--- src/rtl/core/mrsd_pkg.sv ---
// ----------------------------------------------------------------------------
// mrsd_pkg - move record stream decoder shared definitions
// Record form codes, queue entry type, direction table and length decode.
// ----------------------------------------------------------------------------
package mrsd_pkg;

  // form selected by the low two bits of a record's first byte
  localparam logic [1:0] FormPack  = 2'd0;
  localparam logic [1:0] FormShort = 2'd1;
  localparam logic [1:0] FormTwo   = 2'd2;
  localparam logic [1:0] FormLong  = 2'd3;

  localparam int QDepth = 4;
  localparam int QPtrW  = $clog2(QDepth);
  localparam int QCntW  = $clog2(QDepth + 1);

  // one queue entry: a single move, a packed triple or a truncation
  typedef struct packed {
    logic        trunc;
    logic        is_pack;
    logic [5:0]  pack_dirs;
    logic [8:0]  dir;
    logic [31:0] tstamp;
  } mrsd_entry_t;

  function automatic logic [8:0] dir_of_index(input logic [2:0] idx);
    logic [8:0] d;
    case (idx)
      3'd0: d = 9'd1;
      3'd1: d = 9'd2;
      3'd2: d = 9'd4;
      3'd3: d = 9'd8;
      3'd4: d = 9'd3;
      3'd5: d = 9'd6;
      3'd6: d = 9'd9;
      3'd7: d = 9'd12;
      default: d = 9'd0;
    endcase
    return d;
  endfunction

  function automatic logic [2:0] length_of(input logic [7:0] b);
    logic [2:0] len;
    case (b[1:0])
      FormPack:  len = 3'd1;
      FormShort: len = 3'd1;
      FormTwo:   len = 3'd2;
      default: begin
        if (b[4]) begin
          len = 3'd2 + {1'b0, b[3:2]};
        end else begin
          len = 3'd4;
        end
      end
    endcase
    return len;
  endfunction

endpackage

--- src/rtl/core/mrsd_front.sv ---
// ----------------------------------------------------------------------------
// mrsd_front - record gatherer
// Collects record bytes, decodes the form and advances the running time.
// ----------------------------------------------------------------------------
module mrsd_front (
  input  logic                 clk,
  input  logic                 rst_n,
  input  logic                 in_valid,
  input  logic                 in_stall,
  input  logic [7:0]           in_data_byte,
  input  logic                 in_first_byte,
  input  logic                 in_last_byte,
  output logic                 push,
  output mrsd_pkg::mrsd_entry_t push_entry
);

  logic [2:0]  held_r, held_nxt;
  logic [2:0]  len_r, len_nxt;
  logic [31:0] time_r, time_nxt;
  logic [7:0]  rb_r [4];

  logic        acc;
  logic [2:0]  held_e, len_e, len_c;
  logic [31:0] time_e, delay, time_new;
  logic        incomplete;
  logic [7:0]  b, b0, b1, v2, v3;
  logic [1:0]  n;
  logic [8:0]  dir;

  assign acc = in_valid && !in_stall;
  assign b   = in_data_byte;

  always_comb begin
    held_e = in_first_byte ? 3'd0 : held_r;
    len_e  = in_first_byte ? 3'd0 : len_r;
    time_e = in_first_byte ? 32'hFFFF_FFFF : time_r;
    len_c  = (held_e == 3'd0) ? mrsd_pkg::length_of(b) : len_e;
    incomplete = ({1'b0, held_e} + 4'd1) < {1'b0, len_c};
    b0 = (held_e == 3'd0) ? b : rb_r[0];
    b1 = (held_e >= 3'd2) ? rb_r[1] : b;
    v2 = (len_c == 3'd3) ? b : rb_r[2];
    v3 = (len_c == 3'd4) ? b : rb_r[3];
    n  = b0[3:2];
    delay = 32'd0;
    dir   = 9'd0;
    case (b0[1:0])
      mrsd_pkg::FormPack: begin
        delay = 32'd11;
      end
      mrsd_pkg::FormShort: begin
        dir   = mrsd_pkg::dir_of_index(b0[4:2]);
        delay = {29'd0, b0[7:5]};
      end
      mrsd_pkg::FormTwo: begin
        dir   = mrsd_pkg::dir_of_index(b0[4:2]);
        delay = {21'd0, b1, b0[7:5]};
      end
      default: begin
        if (b0[4]) begin
          dir   = {b1[5:0], b0[7:5]};
          delay = {30'd0, b1[7:6]};
          if (n >= 2'd1) delay = delay | {22'd0, v2, 2'd0};
          if (n >= 2'd2) delay = delay | {14'd0, v3, 10'd0};
          if (n == 2'd3) delay = delay | {6'd0, b, 18'd0};
        end else begin
          dir   = mrsd_pkg::dir_of_index({1'b0, b0[3:2]});
          delay = {5'd0, b, rb_r[2], b1, b0[7:5]};
        end
      end
    endcase
    time_new = time_e + delay + 32'd1;
  end

  always_comb begin
    held_nxt = held_r;
    len_nxt  = len_r;
    time_nxt = time_r;
    push     = 1'b0;
    push_entry = '0;
    if (acc) begin
      if (incomplete) begin
        held_nxt = held_e + 3'd1;
        len_nxt  = len_c;
        time_nxt = time_e;
        if (in_last_byte) begin
          held_nxt = 3'd0;
          len_nxt  = 3'd0;
          push     = 1'b1;
          push_entry.trunc = 1'b1;
        end
      end else begin
        held_nxt = 3'd0;
        len_nxt  = 3'd0;
        time_nxt = time_new;
        push     = 1'b1;
        push_entry.is_pack   = (b0[1:0] == mrsd_pkg::FormPack);
        push_entry.pack_dirs = b0[7:2];
        push_entry.dir       = dir;
        push_entry.tstamp    = (b0[1:0] == mrsd_pkg::FormPack) ? time_e : time_new;
      end
    end
  end

  always_ff @(posedge clk) begin
    if (!rst_n) begin
      held_r <= 3'd0;
      len_r  <= 3'd0;
      time_r <= 32'hFFFF_FFFF;
    end else begin
      held_r <= held_nxt;
      len_r  <= len_nxt;
      time_r <= time_nxt;
    end
  end

  always_ff @(posedge clk) begin
    if (acc && incomplete) begin
      rb_r[held_e[1:0]] <= b;
    end
  end

endmodule

--- src/rtl/core/mrsd_queue.sv ---
// ----------------------------------------------------------------------------
// mrsd_queue - decoded entry queue
// Small FIFO between the record gatherer and the move expander.
// ----------------------------------------------------------------------------
module mrsd_queue (
  input  logic                  clk,
  input  logic                  rst_n,
  input  logic                  push,
  input  mrsd_pkg::mrsd_entry_t push_entry,
  output logic                  full,
  input  logic                  pop,
  output logic                  head_valid,
  output mrsd_pkg::mrsd_entry_t head
);

  mrsd_pkg::mrsd_entry_t mem_r [mrsd_pkg::QDepth];
  logic [mrsd_pkg::QPtrW-1:0] wr_r, wr_nxt, rd_r, rd_nxt;
  logic [mrsd_pkg::QCntW-1:0] cnt_r, cnt_nxt;

  assign full       = (cnt_r == mrsd_pkg::QCntW'(mrsd_pkg::QDepth));
  assign head_valid = (cnt_r != '0);
  assign head       = mem_r[rd_r];

  always_comb begin
    wr_nxt  = push ? wr_r + 1'b1 : wr_r;
    rd_nxt  = pop ? rd_r + 1'b1 : rd_r;
    cnt_nxt = cnt_r + mrsd_pkg::QCntW'(push) - mrsd_pkg::QCntW'(pop);
  end

  always_ff @(posedge clk) begin
    if (!rst_n) begin
      wr_r  <= '0;
      rd_r  <= '0;
      cnt_r <= '0;
    end else begin
      wr_r  <= wr_nxt;
      rd_r  <= rd_nxt;
      cnt_r <= cnt_nxt;
    end
  end

  always_ff @(posedge clk) begin
    if (push) begin
      mem_r[wr_r] <= push_entry;
    end
  end

`ifndef SYNTHESIS
  a_no_push_full: assert property (@(posedge clk) disable iff (!rst_n)
    full |-> !push) else $error("push into full queue");
  a_no_pop_empty: assert property (@(posedge clk) disable iff (!rst_n)
    !head_valid |-> !pop) else $error("pop from empty queue");
  a_cnt_track: assert property (@(posedge clk) disable iff (!rst_n)
    $past(rst_n) |-> ((wr_r - rd_r) == cnt_r[mrsd_pkg::QPtrW-1:0]))
    else $error("queue pointers and count disagree");
`endif

endmodule

--- src/rtl/core/mrsd_back.sv ---
// ----------------------------------------------------------------------------
// mrsd_back - move expander
// Turns queue entries into registered moves, one per cycle when not stalled.
// ----------------------------------------------------------------------------
module mrsd_back (
  input  logic                  clk,
  input  logic                  rst_n,
  input  logic                  head_valid,
  input  mrsd_pkg::mrsd_entry_t head,
  output logic                  pop,
  output logic                  out_valid,
  input  logic                  out_stall,
  output logic [8:0]            out_move_dir,
  output logic [31:0]           out_move_time,
  output logic                  out_truncated,
  output logic                  out_last_of_run
);

  logic [1:0]  phase_r, phase_nxt;
  logic        valid_r, valid_nxt;
  logic [8:0]  dir_r, dir_nxt;
  logic [31:0] time_r, time_nxt;
  logic        trunc_r, trunc_nxt;
  logic        last_r, last_nxt;
  logic        load;
  logic [1:0]  pidx;
  logic [1:0]  step;

  assign load = head_valid && (!valid_r || !out_stall);
  assign step = phase_r + 2'd1;

  always_comb begin
    pidx = 2'd0;
    case (phase_r)
      2'd0: pidx = head.pack_dirs[1:0];
      2'd1: pidx = head.pack_dirs[3:2];
      2'd2: pidx = head.pack_dirs[5:4];
      default: pidx = 2'd0;
    endcase
  end

  always_comb begin
    valid_nxt = valid_r && out_stall;
    dir_nxt   = dir_r;
    time_nxt  = time_r;
    trunc_nxt = trunc_r;
    last_nxt  = last_r;
    phase_nxt = phase_r;
    pop       = 1'b0;
    if (load) begin
      valid_nxt = 1'b1;
      trunc_nxt = head.trunc;
      if (head.is_pack) begin
        dir_nxt   = mrsd_pkg::dir_of_index({1'b0, pidx});
        time_nxt  = head.tstamp + {28'd0, step, 2'd0};
        last_nxt  = (phase_r == 2'd2);
        pop       = (phase_r == 2'd2);
        phase_nxt = (phase_r == 2'd2) ? 2'd0 : step;
      end else begin
        dir_nxt   = head.dir;
        time_nxt  = head.tstamp;
        last_nxt  = 1'b1;
        pop       = 1'b1;
        phase_nxt = 2'd0;
      end
    end
  end

  always_ff @(posedge clk) begin
    if (!rst_n) begin
      valid_r <= 1'b0;
      phase_r <= 2'd0;
    end else begin
      valid_r <= valid_nxt;
      phase_r <= phase_nxt;
    end
    dir_r   <= dir_nxt;
    time_r  <= time_nxt;
    trunc_r <= trunc_nxt;
    last_r  <= last_nxt;
  end

  assign out_valid       = valid_r;
  assign out_move_dir    = dir_r;
  assign out_move_time   = time_r;
  assign out_truncated   = trunc_r;
  assign out_last_of_run = last_r;

`ifndef SYNTHESIS
  a_phase_range: assert property (@(posedge clk) disable iff (!rst_n)
    phase_r != 2'd3) else $error("expander phase out of range");
  a_phase_pack: assert property (@(posedge clk) disable iff (!rst_n)
    (phase_r != 2'd0) |-> (head_valid && head.is_pack))
    else $error("mid-triple without packed head");
  a_trunc_last: assert property (@(posedge clk) disable iff (!rst_n)
    (valid_r && trunc_r) |-> (last_r && dir_r == 9'd0))
    else $error("truncation transfer malformed");
`endif

endmodule

--- src/rtl/core/move_record_stream_decoder_core.sv ---
// ----------------------------------------------------------------------------
// move_record_stream_decoder_core - move record stream decoder
// Decodes variable-length move records into timed moves.
//
//   channel | direction | ports
//   in      | input     | in_valid, in_stall, in_data_byte, in_first_byte,
//           |           | in_last_byte
//   out     | output    | out_valid, out_stall, out_move_dir, out_move_time,
//           |           | out_truncated, out_last_of_run
//
// The gatherer takes one byte per cycle while in_stall is low and decodes
// a finished record in the cycle of its final byte; the expander sends one
// move per cycle while out_stall is low, so a packed byte yields three
// moves at the output. A four-entry queue sits between them; in_stall
// rises only when it is full. Entries pass the queue, then the output register.
// Synchronous active-low reset: time to all ones, queue and output empty.
// ----------------------------------------------------------------------------
module move_record_stream_decoder_core (
  input  logic        clk,
  input  logic        rst_n,
  input  logic        in_valid,
  output logic        in_stall,
  input  logic [7:0]  in_data_byte,
  input  logic        in_first_byte,
  input  logic        in_last_byte,
  output logic        out_valid,
  input  logic        out_stall,
  output logic [8:0]  out_move_dir,
  output logic [31:0] out_move_time,
  output logic        out_truncated,
  output logic        out_last_of_run
);

  logic                  push, full, pop, head_valid;
  mrsd_pkg::mrsd_entry_t push_entry, head;

  assign in_stall = full;

  mrsd_front u_front (
    .clk           (clk),
    .rst_n         (rst_n),
    .in_valid      (in_valid),
    .in_stall      (in_stall),
    .in_data_byte  (in_data_byte),
    .in_first_byte (in_first_byte),
    .in_last_byte  (in_last_byte),
    .push          (push),
    .push_entry    (push_entry)
  );

  mrsd_queue u_queue (
    .clk        (clk),
    .rst_n      (rst_n),
    .push       (push),
    .push_entry (push_entry),
    .full       (full),
    .pop        (pop),
    .head_valid (head_valid),
    .head       (head)
  );

  mrsd_back u_back (
    .clk             (clk),
    .rst_n           (rst_n),
    .head_valid      (head_valid),
    .head            (head),
    .pop             (pop),
    .out_valid       (out_valid),
    .out_stall       (out_stall),
    .out_move_dir    (out_move_dir),
    .out_move_time   (out_move_time),
    .out_truncated   (out_truncated),
    .out_last_of_run (out_last_of_run)
  );

endmodule
--- config.mk ---
export PLATFORM = sky130hd
export DESIGN_NAME = move_record_stream_decoder_core
export DESIGN_NICKNAME = d
export VERILOG_FILES = /design/src/rtl/core/mrsd_pkg.sv /design/src/rtl/core/mrsd_front.sv /design/src/rtl/core/mrsd_queue.sv /design/src/rtl/core/mrsd_back.sv /design/src/rtl/core/move_record_stream_decoder_core.sv
export SDC_FILE = /design/constraint.sdc
export NUM_CORES = 1
export LEC_CHECK = 0
export BUFFER_PORTS_ARGS = -buffer_cell sky130_fd_sc_hd__buf_2
export CAP_MARGIN = 20
export CORE_MARGIN = 2
export CORE_UTILIZATION = 30
export DETAILED_ROUTE_END_ITERATION = 10
export PLACE_DENSITY = 0.57
export SYNTH_ARGS = -nofsm -noshare
export SYNTH_HDL_FRONTEND = slang
export SYNTH_SLANG_ARGS = --single-unit
--- constraint.sdc ---
create_clock -name clk -period 5.5 [get_ports clk]
set_clock_uncertainty 0.1 [all_clocks]
set_input_delay 0.55 -clock clk [delete_from_list [all_inputs] [get_ports clk]]
set_output_delay 0.55 -clock clk [all_outputs]
set_load 0.01 [all_outputs]
Yosys cells after proc, flatten, opt, wreduce, memory -nomap -nowiden
Memory sizes are Yosys's and may differ from the RTL's. A register that Yosys moved wholly into a read port is not among the register bits.
Index checks and enable logic that the tools add are counted.
{ "classes": {"add_sub_neg": 11, "n_lt_le_gt_ge": 4, "n_eq_ne": 15, "n_mux": 49, "n_bitwise": 3, "n_reduce_logical": 17} }
{ "op_table": {"columns": ["op", "count"], "rows": [
  ["$mux W32", 12],
  ["$pmux W32 S3", 1],
  ["$pmux W9 S4", 2],
  ["$mux W49", 1],
  ["$mux W48", 1],
  ["$add A32 B1 Y32 const B", 1],
  ["$add A32 B32 Y32", 1],
  ["$add A32 B4 Y32", 1],
  ["$mux W8", 4],
  ["$or A32 B18 Y32", 1],
  ["$or A32 B26 Y32", 1],
  ["$pmux W9 S3", 1],
  ["$mux W3", 8],
  ["$mux W9", 2],
  ["$eq A2 B2 Y1 const B", 7],
  ["$mux W1", 11],
  ["$eq A2 B1 Y1 const B", 5],
  ["$logic_not A2 Y1", 5],
  ["$or A2 B10 Y10", 1],
  ["$mux W2", 4],
  ["$add A2 B1 Y2 const B", 3],
  ["$eq A3 B3 Y1 const B", 2],
  ["$pmux W2 S3", 1],
  ["$pmux W3 S2", 1],
  ["17 further kinds", 22]
]} }
{ "word_totals": {"register_bits": 91, "ramBits": 228, "romBits": 64, "out_inout_bits": 45, "wordCells": 115, "memories": 4} }
{ "mem_list": {"columns": ["name", "words", "width", "rd", "rd_clocked_by_memory_dff", "wr", "line_no", "source"], "rows": [
  ["u_queue.mem_r", 4, 49, 1, 1, 1, "mrsd_queue.sv:16", "mrsd_pkg::mrsd_entry_t mem_r [mrsd_pkg::QDepth];"],
  ["(no name shown)", 8, 4, 1, 0, 0, "mrsd_pkg.sv:28", "case (idx)"],
  ["(no name shown)", 8, 4, 1, 0, 0, "mrsd_pkg.sv:28", null],
  ["u_front.rb_r", 4, 8, 4, 0, 1, "mrsd_front.sv:20", "logic [7:0] rb_r [4];"]
]} }

Longest topological paths before layout
Gate-level depths: netlist of the first run.
{ "depth": {"word_depth": 23, "ltp_mapped": 22, "ltp_nobuf": 21} }

By module
Synthesis of the first run repeated with hierarchy kept, for this count alone.
{ "unflattened": {"hier_cells": 1285, "area_unflattened_um2": 16226.8} }
{ "by_module_without_submodules": {"columns": ["mod", "instances", "cells_each", "area_per_inst_um2", "seq_area_each_um2"], "rows": [
  ["mrsd_queue", 1, 299, 7536.0, 6065.8],
  ["mrsd_front", 1, 816, 6463.7, 1721.7],
  ["mrsd_back", 1, 170, 2227.1, 1351.3]
]} }

Worst setup path before layout of the first run
Ideal clock, no wire load.
{ "synth_timing": {"path_kind": "in2reg", "start": "input in_first_byte", "end": "memory u_queue.mem_r[0][30] (netlist bit) (data pin)", "setup_ns": 0.271, "arrival_ns": 4.790, "required_time_ns": 5.129, "path_slack_ns": 0.339, "stages": 22, "n_path_buf": 3, "cell_sequence": "nor2b_1 inv_1 ha_1 nand2_1 buf_2 mux2i_1 inv_1 ha_1 clkbuf_1 clkbuf_1 nand2_1 o21ai_0 ha_1 fa_1 nor2b_1 o2111ai_1 nand2_1 a21oi_1 o41ai_4 a221oi_4 a211o_1 o311a_1"} }
{ "synth_rtl": {"columns": ["item", "line_no", "source"], "rows": [
  ["from (decl)", "move_record_stream_decoder_core.sv:24", "input logic in_first_byte,"],
  ["to (decl)", "mrsd_queue.sv:16", null]
]} }

==> flow_metrics.py, run 1 <==
metrics = {
    "worst_setup_path": {
        "end_kind": "flop",
        "path_cells": "nor2b_1 -> inv_1 -> ha_1 -> nor2b_1 -> nor2_1 -> nand2_1 -> o32ai_4 -> buf_12 -> mux2i_1 -> o21ai_0 -> and2_1 -> ha_1 -> a21o_1 -> o21bai_1 -> a221oi_2 -> o41ai_4 -> a221oi_4 -> nor2_1 -> o311a_1",
        "cp-start-kind": "flop",
        "required_ns": 5.63,
        "cpPeakStageDelay_ns": 0.44,
        "cp_max_fo": 7,
        "worstPathArrival_ns": 5.26,
        "cp_slowest_cell": "o32ai_4",
        "worst-path-buf-inv": 2,
        "critical_path.top_delay_family": "compound AO/OA/AOI/OAI gates",
        "critPathKind": "flop to flop",
    },
    "global_route": {
        "grt_pass1_wl_microns": 58950,
        "grt_use_met1_pct": 18.57,
        "use_met3_pct": 1.941,
        "grt-ovfl-total": 0,
        "grt_usage_pct": 14.03,
        "top_usage_layer": "met2",
        "grt_pass1_vias": 10200,
        "met2_usage_pct": 23.75,
        "antenna_found_initial": 1,
        "grt_max_degree": 50,
    },
    "clocking": {
        "tritoncts": "done",
        "postCtsResizedCells": 0,
        "cts_made_buffers": 36,
        "root_buffer": "clkbuf_16",
        "cts_setup_buffers": 0,
        "htreeDepth": 2,
        "cts.sinks": 321,
        "clkTransAtPathRegs_ns": 0.06,
        "cts_max_path_buffers": 3,
        "clk_latency_ns": 0.53,
        "hold_buffers": 0,
    },
    "floorplan": {
        "die_height_microns": 233.1,
        "die_x_microns": 233.1,
        "start_util_pct": 30.51,
        "die_area_sq_um": 54340,
        "pin_count": 59,
        "num_rows": 83,
        "core-area_sq_um": 51610,
    },
    "logic_synthesis": {
        "synth_xor_area_share_pct": 3.281,
        "muxShareOfSynthArea_pct": 9.748,
        "syn-cell-area_sq_um": 15750,
        "synth_top_flop_cell": "edfxtp_1",
        "synth-compound-area-share_pct": 10.10,
        "yosysTopAreaCell": "edfxtp_1",
        "synthesis.nets": 1293,
        "synth_top_family_by_area": "simple AND/OR/NAND/NOR gates",
        "avgSynthCellArea_sq_um": 12.84,
        "synth_top_area_share_pct": 51.67,
        "syn_inst": 1227,
        "synthAdderAreaFrac_pct": 4.274,
        "ys_types": 75,
        "synth-edff-count": 271,
        "synth-simple-area-share_pct": 12.04,
        "yosysSeqAreaShare_pct": 58.03,
        "synth_warnings": 0,
        "async_flop_share_pct": 0,
        "ys_seq_elements": 321,
        "synthTopCellsByArea": "edfxtp_1, dfxtp_1, mux4_2",
    },
    "routing": {
        "via_count": 10120,
        "wirelength_microns": 38030,
        "routed_via_density": 4.986,
        "postRouteAntennaNets": 0,
        "drt_first_pass_iters": 5,
        "wl_per_cell_microns": 18.74,
        "drc": 0,
        "drt-initial-drc-count": 732,
    },
    "sta": {
        "rsz0062_at_grt": "no",
        "fin_crit_sh_pct": 93.34,
        "worst_slack_ns": 0.3664,
        "period_needed_ns": 5.134,
        "tightest_slew_ns": 0.9266,
        "slew_violations": 0,
        "slew_headroom_pct": 38.23,
        "setup_viol": 0,
        "hold_violations": 0,
        "setup_tns_ns": 0,
        "max_freq_ghz": 0.1948,
    },
    "power_and_ir_drop": {
        "seq_power_share_pct": 41.0,
        "leakagePower_nw": 6.536,
        "power.share.clock_pct": 29.1,
        "p_per_area_nw_per_um2": 442.9,
        "p_comb_share_pct": 29.9,
        "switching_share_pct": 31.18,
        "ir_worst_vdd_mv": 0.2084,
        "power.switching_w": 0.002525,
        "p_int_w": 0.005574,
        "total_power_w": 0.008099,
    },
    "placement": {
        "gp_congestion": 0.9247,
        "numPortBuffers": 58,
        "dp_hpwl_microns": 26030,
        "postPlaceCellArea_sq_um": 17120,
        "dp_slack_ns": 0.1215,
    },
    "final_layout": {
        "drive_gt1_share_pct": 19.79,
        "design_area_sq_um": 18290,
        "final_cell_mix": "edfxtp_1, nand2_1, nor2_1, a21oi_1, buf_2",
        "num_antenna_cells": 0,
        "finalNetCount": 1387,
        "final_common_cell": "edfxtp_1",
        "syn_to_final_growth_pct": 16.12,
    },
    "hold_path": {
        "hold_path_class": "primary input to flop",
    },
    "job": {
        "drv_cap": 0,
    },
    "outcome": {
        "status": "completed",
    },
}
## cells by family after synthesis
kind of cell,count (synthesis)
compound gates,235
simple gates,382
mux,89
xor+xnor,59
buf+inv,89
fa+ha+maj,52
flops,321
## cells in the mapped netlist, types with 12 or more instances
library cell / count
a21oi_1: 61
nand2b_1: 12
o21ai_0: 45
mux4_2: 43
and2_1: 35
mux2i_1: 33
dfxtp_1: 50
or2_2: 26
inv_1: 30
xor2_1: 19
a21o_1: 17
nand3_1: 16
nor2_1: 85
nor2b_1: 24
o22ai_1: 17
ha_1: 49
edfxtp_1: 271
xnor2_1: 40
nand2_1: 130
clkbuf_1: 40
## flip-flops by register name, indices dropped and copies added, names as in the netlist, named ones only
name                    flops
u_back.out_last_of_run      1
u_back.out_move_dir         9
u_back.out_move_time       32
u_back.out_truncated        1
u_back.out_valid            1
u_back.phase_r              2
u_front.held_r              3
u_front.len_r               3
u_front.rb_r               32
u_front.time_r             32
u_queue.cnt_r               3
u_queue.mem_r             196
u_queue.rd_r                2
u_queue.wr_r                2
## power groups by stage
stage | Sequential (W) | Clock (W) | Combinational, W
final | 0.00332 | 0.00236 | 0.00242
after global routing | 0.00336 | 0.00251 | 0.00265
after CTS | 0.00333 | 0.00242 | 0.00245
after detailed placement | 0.00338 | 0 | 0.00244
after global placement | 0.00336 | 0 | 0.00242
after floorplan | 0.00343 | 0 | 0.00157
## worst paths after layout
kind / slack [ns] / cells after the start / endpoint / from
max reg2reg: 0.37 / 19 / u_queue.mem_r[0][30] / u_front.held_r[0]
min: 0.21 / 3 / u_back.out_valid / out_stall
max: 0.37 / 19 / u_queue.mem_r[0][30] / u_front.held_r[0]
min reg2reg: 0.36 / 2 / u_front.time_r[8] / u_front.time_r[8]
## per-layer routing
metal	share of wire, %	routed length, microns
met2	48	18330
met1	45	17030
met5	0	0
met3	4.4	1680
met4	2.6	985
## tightest hold or removal path: stages
cell	delay, ns
buf_2	0.11
nand2_1	0.05
a21boi_0	0.07
## stage by stage
step	cells	util (%)	hold slack [ns]
global route	2029	35.43	0.2146
finish	2029	35.43	0.2071
floorplan	1227	-	0.3266
detailed placement	1963	33.17	0.3485
global placement	1963	33.17	0.3369
CTS	2029	35.43	0.1896
## final cells by class
class	instances	area, sq um
Inverter	30	112.6
Fill cell	4956	33330
Clock buffer	45	975.9
Multi-Input combinational cell	817	6217
Timing Repair Buffer	115	793.3
Tap cell	680	850.8
Clock inverter	21	193.9
Sequential cell	321	9144
(Power assumes the default switching activity.)
==> run 2, diff against run 1 <==
--- a/config.mk
+++ b/config.mk
@@ -10,7 +10,8 @@
 export CORE_MARGIN = 2
 export CORE_UTILIZATION = 30
 export DETAILED_ROUTE_END_ITERATION = 10
-export PLACE_DENSITY = 0.57
+export GPL_TIMING_DRIVEN = 0
+export PLACE_DENSITY = 0.56
 export SYNTH_ARGS = -nofsm -noshare
 export SYNTH_HDL_FRONTEND = slang
 export SYNTH_SLANG_ARGS = --single-unit
==> constraint.sdc (replaced) <==
create_clock -name clk -period 6.6 [get_ports clk]
set_clock_uncertainty 0.1 [all_clocks]
set_input_delay 0.66 -clock clk [delete_from_list [all_inputs] [get_ports clk]]
set_output_delay 0.66 -clock clk [all_outputs]
set_load 0.01 [all_outputs]
==> flow_metrics.py, run 2 (same netlist as run 1, synthesis figures left out) <==
metrics = {
    "outcome": {
        "status": "completed",
    },
    "clocking": {
        "postCtsResizedCells": 0,
        "clkTransAtPathRegs_ns": 0.06,
        "cts_setup_buffers": 0,
        "root_buffer": "clkbuf_16",
        "hold_buffers": 0,
        "cts.sinks": 321,
        "cts_max_path_buffers": 3,
        "clk_latency_ns": 0.54,
        "cts_made_buffers": 36,
        "htreeDepth": 2,
        "tritoncts": "done",
    },
    "sta": {
        "slew_headroom_pct": 33.94,
        "slew_violations": 0,
        "tightest_slew_ns": 0.9843,
        "hold_violations": 0,
        "setup_viol": 0,
        "period_needed_ns": 6.123,
        "setup_tns_ns": 0,
        "fin_crit_sh_pct": 92.77,
        "max_freq_ghz": 0.1633,
        "rsz0062_at_grt": "no",
    },
    "placement": {
        "numPortBuffers": 58,
        "dp_cells": 1966,
        "gp_congestion": 0.8794,
        "dp_hpwl_microns": 28110,
    },
    "global_route": {
        "grt_pass1_wl_microns": 61690,
        "grt_pass1_vias": 10090,
        "antenna_found_initial": 2,
        "met2_usage_pct": 25.19,
        "top_usage_layer": "met2",
        "grt_use_met1_pct": 20.22,
        "grt_usage_pct": 14.99,
        "grt-ovfl-total": 0,
        "use_met3_pct": 2.222,
        "grt_max_degree": 50,
    },
    "final_layout": {
        "final_cells": 2033,
        "final_common_cell": "edfxtp_1",
        "syn_to_final_growth_pct": 14.90,
        "largest_reg_flops": 196,
        "finalNetCount": 1390,
        "final_cell_mix": "edfxtp_1, nand2_1, nor2_1, buf_2, a21oi_1",
        "regMostFlops": "u_queue.mem_r",
        "drive_gt1_share_pct": 17.53,
    },
    "power_and_ir_drop": {
        "p_comb_share_pct": 30.1,
        "leakagePower_nw": 6.406,
        "seq_power_share_pct": 40.7,
        "power.share.clock_pct": 29.2,
        "ir_worst_vdd_mv": 0.1534,
        "p_per_area_nw_per_um2": 371.2,
        "power.switching_w": 0.002156,
        "switching_share_pct": 32.09,
        "p_int_w": 0.004561,
    },
    "worst_setup_path": {
        "required_ns": 6.76,
        "reg2reg_from": "u_front.held_r[0]",
        "cp-endpoint": "u_queue.mem_r[0][29]",
        "cp-start-kind": "primary input",
        "end_kind": "flop",
        "cp_slowest_cell": "a211oi_1",
        "cpPeakStageDelay_ns": 0.47,
        "ff2ff_path_depth": 21,
        "worstPathArrival_ns": 6.28,
        "regToRegSetupSlack_ns": 0.48,
        "cp_max_fo": 10,
        "path_cells": "buf_2 -> inv_1 -> nand2_1 -> ha_1 -> nand2_1 -> buf_2 -> mux2_2 -> inv_1 -> ha_1 -> clkbuf_1 -> clkbuf_2 -> a211oi_1 -> a21oi_1 -> ha_1 -> o211ai_1 -> a211oi_1 -> o2111ai_1 -> o221ai_1 -> o31a_1 -> nand2_1 -> a221oi_1 -> a211oi_1",
        "r2r_end": "u_queue.mem_r[0][29]",
        "startpoint": "in_first_byte",
        "critPathKind": "primary input to flop",
    },
    "floorplan": {
        "core-area_sq_um": 51610,
        "die_area_sq_um": 54340,
        "pin_count": 59,
        "die_height_microns": 233.1,
        "start_util_pct": 30.51,
        "die_x_microns": 233.1,
        "num_rows": 83,
    },
    "hold_path": {
        "hold_path_class": "primary input to flop",
    },
    "job": {
        "drv_cap": 0,
    },
    "routing": {
        "routed_via_density": 5.046,
        "via_count": 10260,
        "wirelength_microns": 40360,
        "wl_per_cell_microns": 19.85,
        "drc": 0,
        "drt-initial-drc-count": 738,
        "drt_first_pass_iters": 5,
        "postRouteAntennaNets": 0,
    },
}
run 2: worst min path at each step:
stage | cells past startpoint | slack (ns) | start | end
after detailed placement | 2 | 0.34 | u_front.time_r[8] | u_front.time_r[8]
after global routing | 1 | 0.26 | in_data_byte[1] | u_front.rb_r[1][1]
final | 1 | 0.28 | in_data_byte[0] | u_front.rb_r[2][0]
after floorplan | 2 | 0.33 | u_front.time_r[15] | u_front.time_r[15]
after CTS | 1 | 0.26 | in_data_byte[0] | u_front.rb_r[2][0]
after global placement | 2 | 0.34 | u_front.time_r[7] | u_front.time_r[7]
run 2: area by class of cell:
class                      count  area [sq um]
clock inverter                22         167.7
buffer                        59         289.0
multi-input combinational    817          6231
timing repair buffer          59         310.3
clock buffer                  44         993.5
fill                        5001         33520
inverter                      30         112.6
tap                          680         850.8
sequential                   321          9139
antenna                        1         2.502
run 2: critical path: cells and delay by family:
kind / cells / cell delay (ns)
fa+ha+maj: 3 / 0.78
simple gates: 3 / 0.67
buf+inv: 6 / 1.76
mux: 1 / 0.41
compound gates: 9 / 1.96
run 2: metrics by stage:
stage / utilization, % / instance area, sq um / worst slack, ns / hold WS, ns / power [W]
after CTS: 35.03 / 18080 / 0.07475 / 0.2556 / 0.006794
after global placement: 32.72 / 16890 / -0.3746 / 0.3358 / 0.004779
after detailed placement: 32.78 / 16920 / -0.4372 / 0.3431 / 0.004819
final: 35.06 / 18100 / 0.4774 / 0.2799 / 0.006717
after global routing: 35.06 / 18100 / 0.06436 / 0.2642 / 0.007097
after floorplan: - / 15750 / 1.329 / 0.3266 / 0.004163
run 2: power groups by stage:
stage               sequential (W)  clock [W]  combinational [W]
global route               0.00277    0.00209            0.00224
finish                     0.00274    0.00196            0.00202
detailed placement         0.00278          0            0.00204
CTS                        0.00274    0.00201            0.00204
floorplan                  0.00286          0            0.00131
global placement           0.00279          0            0.00199
run 2: layer usage:
layer / share of wire (%) / vias up
met3: 4.4 / 54
li1: - / 4816
met5: 0.027 / -
met1: 46 / 5160
met4: 2.0 / 2
met2: 48 / 227
==> run 3, diff against run 2 <==
--- a/config.mk
+++ b/config.mk
@@ -12,6 +12,7 @@
 export DETAILED_ROUTE_END_ITERATION = 10
 export GPL_TIMING_DRIVEN = 0
 export PLACE_DENSITY = 0.56
+export REMOVE_ABC_BUFFERS = 1
 export SYNTH_ARGS = -nofsm -noshare
 export SYNTH_HDL_FRONTEND = slang
 export SYNTH_SLANG_ARGS = --single-unit
==> flow_metrics.py, run 3 (same netlist as run 1, synthesis figures left out) <==
metrics = {
    "clocking": {
        "htreeDepth": 2,
        "clkTransAtPathRegs_ns": 0.06,
        "cts.sinks": 321,
        "root_buffer": "clkbuf_16",
        "tritoncts": "done",
        "cts_made_buffers": 37,
        "hold_buffers": 0,
        "clk_latency_ns": 0.55,
        "cts_max_path_buffers": 3,
    },
    "final_layout": {
        "drive_gt1_share_pct": 17.43,
        "regMostFlops": "u_queue.mem_r",
        "design_area_sq_um": 18040,
        "final_cell_mix": "edfxtp_1, nand2_1, nor2_1, a21oi_1, buf_2",
        "final_cells": 1984,
        "syn_to_final_growth_pct": 14.56,
        "largest_reg_flops": 196,
        "finalNetCount": 1339,
        "final_common_cell": "edfxtp_1",
    },
    "sta": {
        "setup_tns_ns": 0,
        "rsz0062_at_grt": "no",
        "max_freq_ghz": 0.1668,
        "worst_slack_ns": 0.6055,
        "hold_violations": 0,
        "slew_violations": 0,
        "setup_viol": 0,
        "fin_crit_sh_pct": 90.83,
        "tightest_slew_ns": 1.046,
        "period_needed_ns": 5.995,
        "slew_headroom_pct": 29.78,
    },
    "floorplan": {
        "die_area_sq_um": 54340,
        "core-area_sq_um": 51610,
        "pin_count": 59,
        "die_x_microns": 233.1,
        "num_rows": 83,
        "die_height_microns": 233.1,
        "start_util_pct": 30.51,
    },
    "global_route": {
        "grt_pass1_vias": 10010,
        "grt_usage_pct": 13.24,
        "grt_max_degree": 50,
        "grt_pass1_wl_microns": 55640,
        "antenna_found_initial": 3,
        "grt-ovfl-total": 0,
    },
    "placement": {
        "postPlaceCellArea_sq_um": 16740,
        "numPortBuffers": 58,
        "dp_cells": 1911,
        "dp_slack_ns": -1.245,
        "gp_congestion": 0.8064,
        "dp_hpwl_microns": 23240,
    },
    "routing": {
        "wl_per_cell_microns": 18.12,
        "drt-initial-drc-count": 770,
        "postRouteAntennaNets": 0,
        "drc": 0,
        "top_layer": "met5",
        "wirelength_microns": 35940,
        "routed_via_density": 4.940,
        "via_count": 9800,
        "wl_met2_microns": 16630,
        "route.layer.met1.wl_microns": 16760,
        "drt_first_pass_iters": 5,
        "wl_met3_microns": 1543,
    },
    "worst_setup_path": {
        "crit_top_cell": "ha_1",
        "cp_max_fo": 44,
        "path_cells": "buf_4 -> nor2b_1 -> inv_1 -> ha_1 -> nand2_2 -> mux2i_1 -> inv_1 -> ha_1 -> buf_8 -> nand2b_1 -> o21ai_0 -> ha_1 -> a21oi_1 -> o21ai_1 -> a21o_1 -> a21oi_1 -> o41ai_4 -> a221oi_4 -> nor2_1 -> o311a_1",
        "required_ns": 6.75,
        "cp-start-kind": "primary input",
        "end_kind": "flop",
        "worstPathArrival_ns": 6.15,
        "critPathKind": "primary input to flop",
        "cp_slowest_cell": "mux2i_1",
        "cpPeakStageDelay_ns": 0.46,
    },
    "job": {
        "drv_cap": 0,
    },
    "hold_path": {
        "hold_path_class": "primary input to flop",
    },
    "power_and_ir_drop": {
        "ir_worst_vdd_mv": 0.1798,
        "leakagePower_nw": 6.338,
        "p_per_area_nw_per_um2": 374.3,
        "total_power_w": 0.006753,
    },
    "outcome": {
        "status": "completed",
    },
}
==> run 3: repair_timing <==
item | CTS | global route
endpoints found under the hold margin | 0 | 0
gates resized for setup | 3 | 3
endpoints found under the setup margin | 92 | 42
setup buffers | 2 | 1
pin swaps | 0 | 1
==> run 3: worst max-delay path: cells and delay by family <==
family | cells | cell delay [ns]
multiplexers | 1 | 0.46
buffers and inverters | 4 | 0.71
AO/OA/AOI/OAI | 8 | 2.26
adder cells (fa/ha/maj) | 3 | 0.98
AND/OR/NAND/NOR | 4 | 1.05
==> run 3: layout make-up <==
type,instances,area [sq um]
tap,680,850.8
sequential,321,9146
antenna,2,5.005
timing repair buffer,66,432.9
fill,4962,33570
clock inverter,18,224.0
inverter,30,116.4
clock buffer,50,1016
multi-input combinational,817,6250
==> run 3: final timing paths <==
kind              slack, ns  cells after the start               from              endpoint
setup / recovery       0.61                     20      in_first_byte  u_queue.mem_r[0][30]
hold / removal         0.29                      3          out_stall      u_back.out_valid
setup reg to reg       0.67                     19  u_front.held_r[0]  u_queue.mem_r[0][30]
hold reg to reg        0.36                      2  u_front.time_r[7]     u_front.time_r[7]
==> run 3: metrics by stage <==
step	hold slack (ns)	util, %
2_1_floorplan	0.3252	-
3_3_place_gp	0.3352	32.17
3_5_place_dp	0.3460	32.43
4_1_cts	0.2631	34.89
5_1_grt	0.3094	34.95
6_report	0.2864	34.95
==> run 3: power by group <==
group | internal, W | total [W] | switching, W
registers | 0.00265 | 0.00279 | 0.000139
logic | 0.000780 | 0.00189 | 0.00111
clock network | 0.00125 | 0.00208 | 0.000827
total | 0.00468 | 0.00675 | 0.00207
==> run 3: layer usage <==
layer	track usage, %	vias to the layer above
met2	21.48	173
met5	0	-
met3	2.368	52
met4	4.916	4
li1	-	4698
met1	17.67	4873
